===== src/hdl/mcr_pkg.sv =====
// ----------------------------------------------------------------------------
// mcr_pkg - shared types and constants of the circle rasteriser
// Coordinate width, register indexes, reset values and the job record
// passed from the command front end to the point generator.
// ----------------------------------------------------------------------------
package mcr_pkg;

    // Width of coordinates, steps and the decision term
    localparam int COORD_BITS  = 16;
    localparam int RADIUS_BITS = 13;
    localparam int COLOR_BITS  = 16;
    localparam int SCREEN_BITS = 9;

    // Job queue depth between the front end and the point generator
    localparam int JQ_DEPTH    = 4;
    localparam int JQ_AW       = $clog2(JQ_DEPTH);

    // Configuration register indexes
    localparam logic [1:0] REG_SCREEN_WIDTH  = 2'd0;
    localparam logic [1:0] REG_SCREEN_HEIGHT = 2'd1;

    localparam logic [SCREEN_BITS-1:0] WIDTH_RESET  = SCREEN_BITS'(240);
    localparam logic [SCREEN_BITS-1:0] HEIGHT_RESET = SCREEN_BITS'(320);

    // Command codes
    localparam logic CMD_START = 1'b0;
    localparam logic CMD_TICK  = 1'b1;

    // Number of mirrored points per iteration
    localparam int POINTS     = 8;
    localparam int POINT_BITS = $clog2(POINTS);

    // One unit of work for the point generator
    typedef struct packed {
        logic                         fin;    // emit a single finished result
        logic signed [COORD_BITS-1:0] cx;
        logic signed [COORD_BITS-1:0] cy;
        logic signed [COORD_BITS-1:0] sx;
        logic signed [COORD_BITS-1:0] sy;
        logic        [COLOR_BITS-1:0] color;
    } t_job;

endpackage


===== src/hdl/mcr_front.sv =====
// ----------------------------------------------------------------------------
// mcr_front - command front end
// Takes start and tick commands, holds the midpoint iteration state and
// posts one job per tick to the job queue.
// ----------------------------------------------------------------------------
module mcr_front import mcr_pkg::*; (
    input  logic                          i_clk,
    input  logic                          i_rst_n,
    input  logic                          i_take,
    input  logic                          i_command,
    input  logic signed [COORD_BITS-1:0]  i_center_x,
    input  logic signed [COORD_BITS-1:0]  i_center_y,
    input  logic signed [RADIUS_BITS-1:0] i_radius,
    input  logic        [COLOR_BITS-1:0]  i_color,
    output logic                          o_q_push,
    output t_job                          o_q_job
);

    logic                         r_active, n_active;
    logic signed [COORD_BITS-1:0] r_cx, n_cx;
    logic signed [COORD_BITS-1:0] r_cy, n_cy;
    logic signed [COORD_BITS-1:0] r_sx, n_sx;
    logic signed [COORD_BITS-1:0] r_sy, n_sy;
    logic signed [COORD_BITS-1:0] r_dec, n_dec;
    logic        [COLOR_BITS-1:0] r_color, n_color;

    logic                         done;
    logic signed [COORD_BITS-1:0] rad_ext;

    assign rad_ext = COORD_BITS'(i_radius);
    assign done    = !r_active || (r_sx < r_sy);

    // Classify the item and advance the iteration
    always_comb begin
        n_active = r_active;
        n_cx     = r_cx;
        n_cy     = r_cy;
        n_sx     = r_sx;
        n_sy     = r_sy;
        n_dec    = r_dec;
        n_color  = r_color;
        o_q_push = 1'b0;
        if (i_take) begin
            if (i_command == CMD_START) begin
                n_active = 1'b1;
                n_cx     = i_center_x;
                n_cy     = i_center_y;
                n_sx     = rad_ext;
                n_sy     = '0;
                n_dec    = COORD_BITS'(3) - (rad_ext <<< 1);
                n_color  = i_color;
            end else begin
                o_q_push = 1'b1;
                if (done) begin
                    n_active = 1'b0;
                end else begin
                    if (r_dec[COORD_BITS-1]) begin
                        n_dec = r_dec + (r_sy <<< 2) + COORD_BITS'(6);
                    end else begin
                        n_dec = r_dec + ((r_sy - r_sx) <<< 2) + COORD_BITS'(10);
                        n_sx  = r_sx - COORD_BITS'(1);
                    end
                    n_sy = r_sy + COORD_BITS'(1);
                end
            end
        end
    end

    // Job record for the current tick
    always_comb begin
        o_q_job.fin   = done;
        o_q_job.cx    = r_cx;
        o_q_job.cy    = r_cy;
        o_q_job.sx    = r_sx;
        o_q_job.sy    = r_sy;
        o_q_job.color = r_color;
    end

    always_ff @(posedge i_clk) begin
        if (!i_rst_n) begin
            r_active <= 1'b0;
            r_cx     <= '0;
            r_cy     <= '0;
            r_sx     <= '0;
            r_sy     <= '0;
            r_dec    <= '0;
            r_color  <= '0;
        end else begin
            r_active <= n_active;
            r_cx     <= n_cx;
            r_cy     <= n_cy;
            r_sx     <= n_sx;
            r_sy     <= n_sy;
            r_dec    <= n_dec;
            r_color  <= n_color;
        end
    end

endmodule


===== src/hdl/mcr_job_fifo.sv =====
// ----------------------------------------------------------------------------
// mcr_job_fifo - short job queue
// Decouples the command front end from the point generator.
// ----------------------------------------------------------------------------
module mcr_job_fifo import mcr_pkg::*; (
    input  logic i_clk,
    input  logic i_rst_n,
    input  logic i_push,
    input  t_job i_job,
    output logic o_full,
    input  logic i_pop,
    output logic o_empty,
    output t_job o_job
);

    t_job              r_mem [JQ_DEPTH];
    logic [JQ_AW-1:0]  r_wp, n_wp;
    logic [JQ_AW-1:0]  r_rp, n_rp;
    logic [JQ_AW:0]    r_cnt, n_cnt;

    assign o_full  = (r_cnt == (JQ_AW+1)'(JQ_DEPTH));
    assign o_empty = (r_cnt == '0);
    assign o_job   = r_mem[r_rp];

    // Advance pointers and count
    always_comb begin
        n_wp  = i_push ? r_wp + 1'b1 : r_wp;
        n_rp  = i_pop  ? r_rp + 1'b1 : r_rp;
        n_cnt = r_cnt;
        if (i_push && !i_pop) begin
            n_cnt = r_cnt + 1'b1;
        end else if (!i_push && i_pop) begin
            n_cnt = r_cnt - 1'b1;
        end
    end

    always_ff @(posedge i_clk) begin
        if (!i_rst_n) begin
            r_wp  <= '0;
            r_rp  <= '0;
            r_cnt <= '0;
        end else begin
            r_wp  <= n_wp;
            r_rp  <= n_rp;
            r_cnt <= n_cnt;
        end
    end

    // Store the job
    always_ff @(posedge i_clk) begin
        if (i_push) begin
            r_mem[r_wp] <= i_job;
        end
    end

endmodule


===== src/hdl/mcr_back.sv =====
// ----------------------------------------------------------------------------
// mcr_back - point generator
// Walks the eight mirrored points of a job, one per cycle while the output
// is free or popped, clips them to the screen and holds each until popped.
// ----------------------------------------------------------------------------
module mcr_back import mcr_pkg::*; (
    input  logic                         i_clk,
    input  logic                         i_rst_n,
    input  logic                         i_q_empty,
    input  t_job                         i_q_job,
    output logic                         o_q_pop,
    input  logic [SCREEN_BITS-1:0]       i_width,
    input  logic [SCREEN_BITS-1:0]       i_height,
    input  logic                         i_pop,
    output logic                         o_empty,
    output logic signed [COORD_BITS-1:0] o_pixel_x,
    output logic signed [COORD_BITS-1:0] o_pixel_y,
    output logic        [COLOR_BITS-1:0] o_pixel_color,
    output logic                         o_visible,
    output logic                         o_finished,
    output logic                         o_last
);

    t_job                         r_job;
    logic                         r_busy, n_busy;
    logic [POINT_BITS-1:0]        r_k, n_k;
    logic                         r_valid, n_valid;

    logic                         adv, last_pt, load;
    logic signed [COORD_BITS-1:0] a, b, px, py;
    logic                         vis;

    assign adv     = r_busy && (!r_valid || i_pop);
    assign last_pt = r_job.fin || (r_k == POINT_BITS'(POINTS - 1));
    assign load    = (!r_busy || (adv && last_pt)) && !i_q_empty;
    assign o_q_pop = load;
    assign o_empty = !r_valid;

    // Mirror: bit 2 swaps the axes, bit 0 negates x offset, bit 1 the y offset
    always_comb begin
        a   = r_k[2] ? r_job.sy : r_job.sx;
        b   = r_k[2] ? r_job.sx : r_job.sy;
        px  = r_k[0] ? r_job.cx - a : r_job.cx + a;
        py  = r_k[1] ? r_job.cy - b : r_job.cy + b;
        vis = !px[COORD_BITS-1] && !py[COORD_BITS-1]
              && (px < COORD_BITS'(i_width)) && (py < COORD_BITS'(i_height));
    end

    // Sequence control
    always_comb begin
        n_busy  = r_busy;
        n_k     = r_k;
        n_valid = r_valid;
        if (i_pop) begin
            n_valid = 1'b0;
        end
        if (adv) begin
            n_valid = 1'b1;
            n_k     = r_k + 1'b1;
            if (last_pt) begin
                n_busy = 1'b0;
            end
        end
        if (load) begin
            n_busy = 1'b1;
            n_k    = '0;
        end
    end

    always_ff @(posedge i_clk) begin
        if (!i_rst_n) begin
            r_busy  <= 1'b0;
            r_k     <= '0;
            r_valid <= 1'b0;
        end else begin
            r_busy  <= n_busy;
            r_k     <= n_k;
            r_valid <= n_valid;
        end
    end

    // Hold the job and the result payload
    always_ff @(posedge i_clk) begin
        if (load) begin
            r_job <= i_q_job;
        end
        if (adv) begin
            o_pixel_x     <= r_job.fin ? '0 : px;
            o_pixel_y     <= r_job.fin ? '0 : py;
            o_pixel_color <= r_job.fin ? '0 : r_job.color;
            o_visible     <= r_job.fin ? 1'b0 : vis;
            o_finished    <= r_job.fin;
            o_last        <= last_pt;
        end
    end

endmodule


===== src/hdl/midpoint_circle_rasterizer_unit.sv =====
// ----------------------------------------------------------------------------
// midpoint_circle_rasterizer_unit - midpoint circle outline generator
// Start/tick commands in, clipped outline points out.
//
//  channel  | direction | handshake           | payload
//  ---------+-----------+---------------------+---------------------------------
//  command  | in        | push / full         | command, center, radius, color
//  result   | out       | empty / pop         | pixel x/y, colour, flags
//  config   | in        | cfg valid / ready   | register index, data
//
// A command is taken whenever the four-entry job queue has room. A tick gives
// eight points, one per cycle while the output is empty or popped; a tick on
// a finished circle gives one result. Starts give none. The output register
// refills in the cycle it is popped while a point is pending. Reset is
// synchronous: the queue empties, no circle is active, screen is 240 x 320.
// ----------------------------------------------------------------------------
module midpoint_circle_rasterizer_unit import mcr_pkg::*; (
    input  logic                          i_clk,
    input  logic                          i_rst_n,
    input  logic                          push,
    output logic                          full,
    input  logic                          i_command,
    input  logic signed [COORD_BITS-1:0]  i_center_x,
    input  logic signed [COORD_BITS-1:0]  i_center_y,
    input  logic signed [RADIUS_BITS-1:0] i_radius,
    input  logic        [COLOR_BITS-1:0]  i_color,
    output logic                          empty,
    input  logic                          pop,
    output logic signed [COORD_BITS-1:0]  o_pixel_x,
    output logic signed [COORD_BITS-1:0]  o_pixel_y,
    output logic        [COLOR_BITS-1:0]  o_pixel_color,
    output logic                          o_visible,
    output logic                          o_finished,
    output logic                          o_last,
    input  logic                          i_cfg_valid,
    output logic                          o_cfg_ready,
    input  logic [1:0]                    i_cfg_index,
    input  logic [SCREEN_BITS-1:0]        i_cfg_data
);

    logic [SCREEN_BITS-1:0] r_width;
    logic [SCREEN_BITS-1:0] r_height;

    logic q_push, q_full, q_pop, q_empty, take;
    t_job q_wjob, q_rjob;

    assign take        = push && !q_full;
    assign full        = q_full;
    assign o_cfg_ready = 1'b1;

    // Screen size registers
    always_ff @(posedge i_clk) begin
        if (!i_rst_n) begin
            r_width  <= WIDTH_RESET;
            r_height <= HEIGHT_RESET;
        end else if (i_cfg_valid) begin
            case (i_cfg_index)
                REG_SCREEN_WIDTH:  r_width  <= i_cfg_data;
                REG_SCREEN_HEIGHT: r_height <= i_cfg_data;
                default: begin
                end
            endcase
        end
    end

    mcr_front u_front (
        .i_clk      (i_clk),
        .i_rst_n    (i_rst_n),
        .i_take     (take),
        .i_command  (i_command),
        .i_center_x (i_center_x),
        .i_center_y (i_center_y),
        .i_radius   (i_radius),
        .i_color    (i_color),
        .o_q_push   (q_push),
        .o_q_job    (q_wjob)
    );

    mcr_job_fifo u_fifo (
        .i_clk   (i_clk),
        .i_rst_n (i_rst_n),
        .i_push  (q_push),
        .i_job   (q_wjob),
        .o_full  (q_full),
        .i_pop   (q_pop),
        .o_empty (q_empty),
        .o_job   (q_rjob)
    );

    mcr_back u_back (
        .i_clk         (i_clk),
        .i_rst_n       (i_rst_n),
        .i_q_empty     (q_empty),
        .i_q_job       (q_rjob),
        .o_q_pop       (q_pop),
        .i_width       (r_width),
        .i_height      (r_height),
        .i_pop         (pop),
        .o_empty       (empty),
        .o_pixel_x     (o_pixel_x),
        .o_pixel_y     (o_pixel_y),
        .o_pixel_color (o_pixel_color),
        .o_visible     (o_visible),
        .o_finished    (o_finished),
        .o_last        (o_last)
    );

endmodule


===== config.mk =====
export PLATFORM = sky130hd
export DESIGN_NAME = midpoint_circle_rasterizer_unit
export DESIGN_NICKNAME = d
export VERILOG_FILES = /design/src/hdl/mcr_pkg.sv /design/src/hdl/mcr_front.sv /design/src/hdl/mcr_job_fifo.sv /design/src/hdl/mcr_back.sv /design/src/hdl/midpoint_circle_rasterizer_unit.sv
export SDC_FILE = /design/constraint.sdc
export NUM_CORES = 1
export LEC_CHECK = 0
export ABC_AREA = 1
export ABC_CLOCK_PERIOD_IN_PS = 8100
export BUFFER_PORTS_ARGS = -buffer_cell sky130_fd_sc_hd__buf_2
export CAP_MARGIN = 25
export CORE_ASPECT_RATIO = 1.4
export CORE_UTILIZATION = 62
export CTS_CLUSTER_DIAMETER = 200
export DETAILED_ROUTE_END_ITERATION = 7
export PLACE_DENSITY = 0.86
export SLEW_MARGIN = 10
export SYNTH_ARGS = -nofsm -noshare
export SYNTH_HDL_FRONTEND = slang
export SYNTH_HIERARCHICAL = 1
export SYNTH_SLANG_ARGS = --single-unit
export TNS_END_PERCENT = 30

===== constraint.sdc =====
create_clock -name i_clk -period 8.1 [get_ports i_clk]
set_input_delay 1.62 -clock i_clk [delete_from_list [all_inputs] [get_ports i_clk]]
set_output_delay 1.62 -clock i_clk [all_outputs]
set_load 0.02 [all_outputs]

==> summary.txt, run 1 <==
Pwr
  • VDD IR max: 0.000238 V
  • Leakage: 0.0131 uW
  • Pwr Density: 397 nW/um2
  • P_int: 7180 uW
  • Clk pwr share: 0.200
  • Sw power: 5250 uW
  • Combinational share of power: 0.447
  • Sw Ratio: 0.422
  • Seq pwr share: 0.353

Finish
  • Most common cell after layout, fill and taps aside: nand2_1
  • Layout cells sized above 1: 0.100
  • Area growth from synthesis to layout: 9.04%
  • Fin nets: 3299
  • Antenna cells: 0
  • Fin util: 0.690
  • Highest-count cells in the layout ignoring fill and taps: nand2_1, nor2_1, edfxtp_1
  • Post-Layout Cell Count: 3731

Logic synthesis
  • Distinct cells, synth: 54
  • Synth top area share: 0.477
  • Sequential-to-total area share from yosys stat: 0.566
  • Synth Register Bits: 584
  • Synth Cell Area: 28700 um2
  • Largest cells by area after synthesis: edfxtp_1, dfxtp_1, nand2_1, nor2_1, ha_1
  • Mean Syn Cell Area: 9.61 um2
  • Synth warn: 6
  • Net count after synthesis: 3209
  • Post-synth top area cell: edfxtp_1
  • Cells after Synth: 2986

STA
  • Number of hold violations in the final report: 0
  • Period minus WS final: 4510 ps
  • Relative slew margins: 0.305
  • Clk_skew: 24.8 ps
  • Slew Limit Fails: 0
  • Setup TNS: 0 ps
  • Slew at the pin with the worst max-slew slack: 1040 ps
  • Final setup vio count: 0
  • RSZ-0062 raised after global routing: no
  • Hold Slack: 467 ps
  • Fin crit share: 0.557
  • Fmax: 221 MHz

Place
  • Port Buf Inserts: 130
  • Placed Cells: 3632
  • HPWL Detailed: 50.6 mm
  • Final RePlAce weighted congestion: 1.03

Clocking
  • Cts repair resizes: 0
  • Clk Latency, worst-skew pair: 600 ps
  • Clk pin slew, worst setup/hold paths: 70 ps
  • CTS tree: done
  • Hold_buf cts: 0
  • CTS Root Cell: clkbuf_16
  • Setup Buffers After CTS: 0
  • Bufs on Longest Clock Path: 3
  • Num CTS Buffers: 52
  • Clock sink count: 584
  • Htree depth: 2

Die
  • Initial Util: 0.633
  • Die height: 257 um
  • Die Area: 47200 um2
  • Core box area: 45400 um2
  • Die Wd: 184 um
  • Row Count: 92
  • # IOs: 132

Run
  • Max_cap viols: 0

Min path
  • Worst min path class: reg2reg
  • Hold path depth: 1
  • HP Start: u_fifo/r_rp[1]$_SDFFE_PN0P_

Routing
  • Total wire length: 75.1 mm
  • DR iter-0 viols: 1980
  • Wire length per cell: 20.1 um
  • Residual DRC count: 0
  • Post-route ant nets: 0
  • Via-to-Cell Ratio: 5.92
  • Pre-Repair DR Iteration Count: 8
  • Vias: 22100

Global routing
  • Largest net degree at the start of global routing: 98
  • Grt total ovfl: 0
  • Initial antenna violation count: 0
  • First-pass GRT wire length: 115 mm
  • Total GRT Usage: 0.319
  • Vias in the first global route: 22200

Worst setup path
  • Worst Path Arrival: 4860 ps
  • Worst setup EP type: flop
  • Peak fanout along the critical path: 58
  • Reg2Reg Depth: 21
  • Critical Path RT: 8440 ps
  • Reg2reg start: u_back/r_k[2]$_SDFFE_PP0P_
  • Reg2reg end: u_back/o_visible$_SDFFCE_PP0P_
  • Reg-to-reg slack, setup: 3590 ps
  • Setup CP Type: reg2reg
  • Critical Path Start Type: flop

Status
  • Outcome: finished clean
## worst max-delay path by stage
stage | startpoint | to | slack [ps] | cells after the start
after detailed placement | u_back/r_k[2]$_SDFFE_PP0P_ | u_back/o_visible$_SDFFCE_PP0P_ | 3650 | 21
final | u_back/r_k[2]$_SDFFE_PP0P_ | u_back/o_visible$_SDFFCE_PP0P_ | 3590 | 21
after floorplan | pop | u_fifo/r_cnt[1]$_SDFFE_PN0P_ | 1500 | 9
after CTS | u_back/r_k[2]$_SDFFE_PP0P_ | u_back/o_visible$_SDFFCE_PP0P_ | 3630 | 21
after global routing | u_back/r_k[2]$_SDFFE_PP0P_ | u_back/o_visible$_SDFFCE_PP0P_ | 3260 | 21
after global placement | u_back/r_k[2]$_SDFFE_PP0P_ | u_back/o_visible$_SDFFCE_PP0P_ | 3800 | 21
## sequential cells by signal, indices dropped and copies added (netlist names), 9 cells and up, named ones only
signal,flops
r_height,9
r_width,9
u_back/o_pixel_color,16
u_back/o_pixel_x,16
u_back/o_pixel_y,16
u_back/r_job,81
u_fifo/r_mem,324
u_front/r_color,16
u_front/r_cx,16
u_front/r_cy,16
u_front/r_dec,15
u_front/r_sx,16
u_front/r_sy,16
## cell families after synthesis
| logic type | Yosys count | share of synthesized area |
|---|---|---|
| AO/OA/AOI/OAI | 558 | 0.105 |
| XOR/XNOR | 75 | 0.0229 |
| adder cells (fa/ha/maj) | 145 | 0.0648 |
| buffers and inverters | 420 | 0.0653 |
| flip-flops | 584 | 0.566 |
| other | 1 | 0.000131 |
| AND/OR/NAND/NOR | 1203 | 0.176 |
## power groups by stage
stage	Clock, uW	Combinational [uW]	Sequential (uW)
after floorplan	0	3910	4450
after global placement	0	5230	4420
after detailed placement	0	5420	4440
after CTS	2510	5470	4380
after global routing	2630	6190	4430
final	2490	5560	4390
## per-stage QoR
stage          setup slack, ps  cell area (um2)  power, uW
2_1_floorplan             1500            28700       8370
3_3_place_gp              3800            29600       9650
3_5_place_dp              3650            29600       9860
4_1_cts                   3630            31300      12400
5_1_grt                   3260            31300      13200
6_report                  3590            31300      12400
## critical path, cell delays in order, from the launching register on
cell and delay (ps):
dfxtp_2 980, o21ai_1 250, inv_1 140, ha_1 160
inv_1 50, nor3_1 300, nand3_1 160, nand2_1 100
xor2_1 150, ha_1 310, nand2_1 130, inv_1 50
a21oi_1 130, nand2_1 90, xor2_1 170, ha_1 310
nand2_1 80, o21a_1 190, a21boi_0 280, nor2_1 90
nand3_1 80, nor2_1 50
## cell type report
cell class	instances	area [um2]
Inverter	307	1170
Sequential cell	584	16300
Timing Repair Buffer	149	796
Clock buffer	71	1420
Tap cell	611	764
Fill cell	3354	14100
Clock inverter	27	290
Multi-Input combinational cell	1982	10600
## cell usage after synthesis, drive strengths merged
master,n
a21o,7
xor2,63
o31ai,1
fa,6
nand3b,6
a211oi,1
o211ai,1
nand2,487
nand3,128
o21a,2
buf,57
nor2,502
clkbuf,56
xnor2,12
or2,6
a221oi,1
nor3b,1
a31oi,10
o22ai,84
nor3,24
nand4,45
dfxtp,128
and2,1
inv,305
conb,1
o21ai,317
o21bai,4
a21oi,127
ha,139
nor4,3
edfxtp,456
clkinv,2
a21boi,3
## metal layers
layer / GRT usage / vias to the layer above / share of wire
met2: 0.577 / 1074 / 0.52
met4: 0.216 / 0 / 0.070
li1: - / 10300 / -
met5: 0 / - / 0
met1: 0.347 / 10400 / 0.35
met3: 0.0356 / 284 / 0.064
Power figures use the tool's default switching activity.
==> inputs of run 2 (changes only) <==
ABC_CLOCK_PERIOD_IN_PS = 4380   (was 8100)
clock period = 4.38 ns   (was 8.1 ns; I/O delays follow)
==> run 2 against run 1 <==
Against the previous run: sequential power up 85%; global-route usage is 0.84 points higher; maximum frequency rose by 14%; critical endpoint is now u_front/r_dec[14]$_SDFFE_PN0P_; critical path type unchanged; register-to-register slack worse by 3200 ps.
==> summary.txt, run 2 (synthesized netlist as in run 1, its figures left out) <==
Status
  • Outcome: finished clean

Finish
  • Largest regs: u_fifo/r_mem x324, u_back/r_job x81
  • Layout cells sized above 1: 0.110
  • Most common cell after layout, fill and taps aside: nand2_1
  • Max FFs per register: 324
  • FF+latch area: 16300 um2
  • Fin nets: 3328
  • # fillers: 3255
  • Area growth from synthesis to layout: 10.2%
  • Highest-count cells in the layout ignoring fill and taps: nand2_1, nor2_1, edfxtp_1
  • Most flop-heavy register: u_fifo/r_mem
  • Area of the multi-input gates: 10600 um2

Global routing
  • Initial antenna violation count: 1
  • First-pass GRT wire length: 118 mm
  • Total GRT Usage: 0.327
  • Grt total ovfl: 0
  • Vias in the first global route: 22300
  • Largest net degree at the start of global routing: 137

Worst setup path
  • Delay-heaviest family, CP: adder cells
  • Worst Path Arrival: 4480 ps
  • Worst path buffer plus inverter count: 2
  • Critical Path Start Type: flop
  • CP most frequent cell: nor2_1
  • Peak fanout along the critical path: 5
  • CP max stage delay: 420 ps
  • Critical Path RT: 4900 ps
  • Worst setup EP type: flop
  • CP max stage cell: fa_1
  • Setup CP Type: reg2reg
  • Critical-path cell list: inv_1, ha_1, inv_1, fa_1, nand2_1, nand2_1, a21oi_1, nor2_1, nor2_1, o21ai_0, a21oi_1, xnor2_1, ha_1, ha_1, nand2_1, nor2_1, o21ai_0, nand4_1, nand3_1, a21oi_1, nor2_1, nor2_1

Clocking
  • Htree depth: 2
  • Clock sink count: 584
  • Clk Latency, worst-skew pair: 580 ps
  • Setup Buffers After CTS: 0
  • Num CTS Buffers: 52
  • CTS Root Cell: clkbuf_16
  • CTS tree: done
  • Hold_buf cts: 0
  • Cts repair resizes: 0
  • Bufs on Longest Clock Path: 3
  • Clk pin slew, worst setup/hold paths: 60 ps

STA
  • Slew at the pin with the worst max-slew slack: 859 ps
  • Period minus WS final: 3960 ps
  • Fmax: 253 MHz
  • Slew Limit Fails: 0
  • Setup TNS: 0 ps
  • Worst setup margin: 421 ps
  • Relative slew margins: 0.427
  • RSZ-0062 raised after global routing: no
  • Final setup vio count: 0
  • Number of hold violations in the final report: 0
  • Fin crit share: 0.904
  • Clk_skew: 13.4 ps

Die
  • Initial Util: 0.633
  • Core box area: 45400 um2
  • Die height: 257 um
  • Die Wd: 184 um
  • # IOs: 132
  • Die Area: 47200 um2
  • Row Count: 92

Routing
  • DR iter-0 viols: 1973
  • Post-route ant nets: 0
  • Residual DRC count: 0
  • Total wire length: 77.4 mm
  • Pre-Repair DR Iteration Count: 5
  • Via-to-Cell Ratio: 5.94
  • Wire length per cell: 20.6 um
  • Vias: 22300

Place
  • Worst Setup Slack post-DPL: 398 ps
  • Port Buf Inserts: 130
  • HPWL Detailed: 51.6 mm
  • Final RePlAce weighted congestion: 0.963

Min path
  • Worst min path class: reg2reg

Pwr
  • Seq pwr share: 0.349
  • P_int: 13500 uW
  • Clk pwr share: 0.202
  • Pwr Density: 735 nW/um2
  • Sw Ratio: 0.421
  • Combinational share of power: 0.449
  • VDD IR max: 0.000456 V
  • Sw power: 9800 uW
  • Leakage: 0.0133 uW

Run
  • Max_cap viols: 0
-- run 2: changes by cell type in the layout (fill, tap and decap cells not counted), moves of 2 or more --
cell        change
clkbuf_1        -7
inv_6           -7
inv_8           +2
clkinv_4        -2
clkinv_2        +8
buf_4          +25
clkbuf_8        +3
buf_12          +5
clkinvlp_4      -3
-- run 2: worst paths after layout --
kind / slack [ps] / from / endpoint / cells after the start
max: 420 / u_front/r_sy[0]$_SDFFE_PN0P_ / u_front/r_dec[14]$_SDFFE_PN0P_ / 22
max reg2reg: 420 / u_front/r_sy[0]$_SDFFE_PN0P_ / u_front/r_dec[14]$_SDFFE_PN0P_ / 22
min reg2reg: 460 / r_width[5]$_SDFFE_PN1P_ / r_width[5]$_SDFFE_PN1P_ / 2
min: 460 / r_width[5]$_SDFFE_PN1P_ / r_width[5]$_SDFFE_PN1P_ / 2
-- run 2: through the flow --
step                      hold slack (ps)  cell area [um2]  cells  utilization  power [uW]
after CTS                             463            31600   3759        0.698       23200
after global routing                  496            31600   3760        0.698       24800
final                                 464            31600   3760        0.698       23300
after detailed placement              446            29900   3662        0.659       18400
after global placement                416            29900   3662        0.659       18100
after floorplan                       412            28700   2986            -       15400
-- run 2: worst reg2reg max path: cells and delay by family (launching register included) --
family,cells,cell delay (ps)
xor+xnor,1,150
fa+ha+maj,4,1210
buf+inv,2,150
simple gates,10,960
compound gates,5,1130
flops,1,310
-- run 2: metal layers --
layer	part of all wire	vias to the layer above	routed length, um	GRT usage
li1	-	10400	-	-
met1	0.34	10500	26600	0.352
met2	0.52	1147	40400	0.594
met3	0.065	308	5000	0.0362
met4	0.069	0	5360	0.228
met5	0	-	0	0
-- run 2: power by group through the flow --
stage | Combinational [uW] | Clock (uW) | Sequential [uW]
2_1_floorplan | 7240 | 0 | 8190
3_3_place_gp | 9930 | 0 | 8170
3_5_place_dp | 10200 | 0 | 8200
4_1_cts | 10300 | 4720 | 8110
5_1_grt | 11600 | 4930 | 8200
6_report | 10400 | 4700 | 8120
-- run 2: area by class of cell --
type | instances | share of cell area
well taps | 611 | 0.0242
clock buffers | 68 | 0.0463
multi-input cells | 1982 | 0.335
flip-flops and latches | 584 | 0.514
repair buffers | 178 | 0.0340
diodes | 1 | 0.0000791
clock inverters | 29 | 0.00973
inverters | 307 | 0.0370
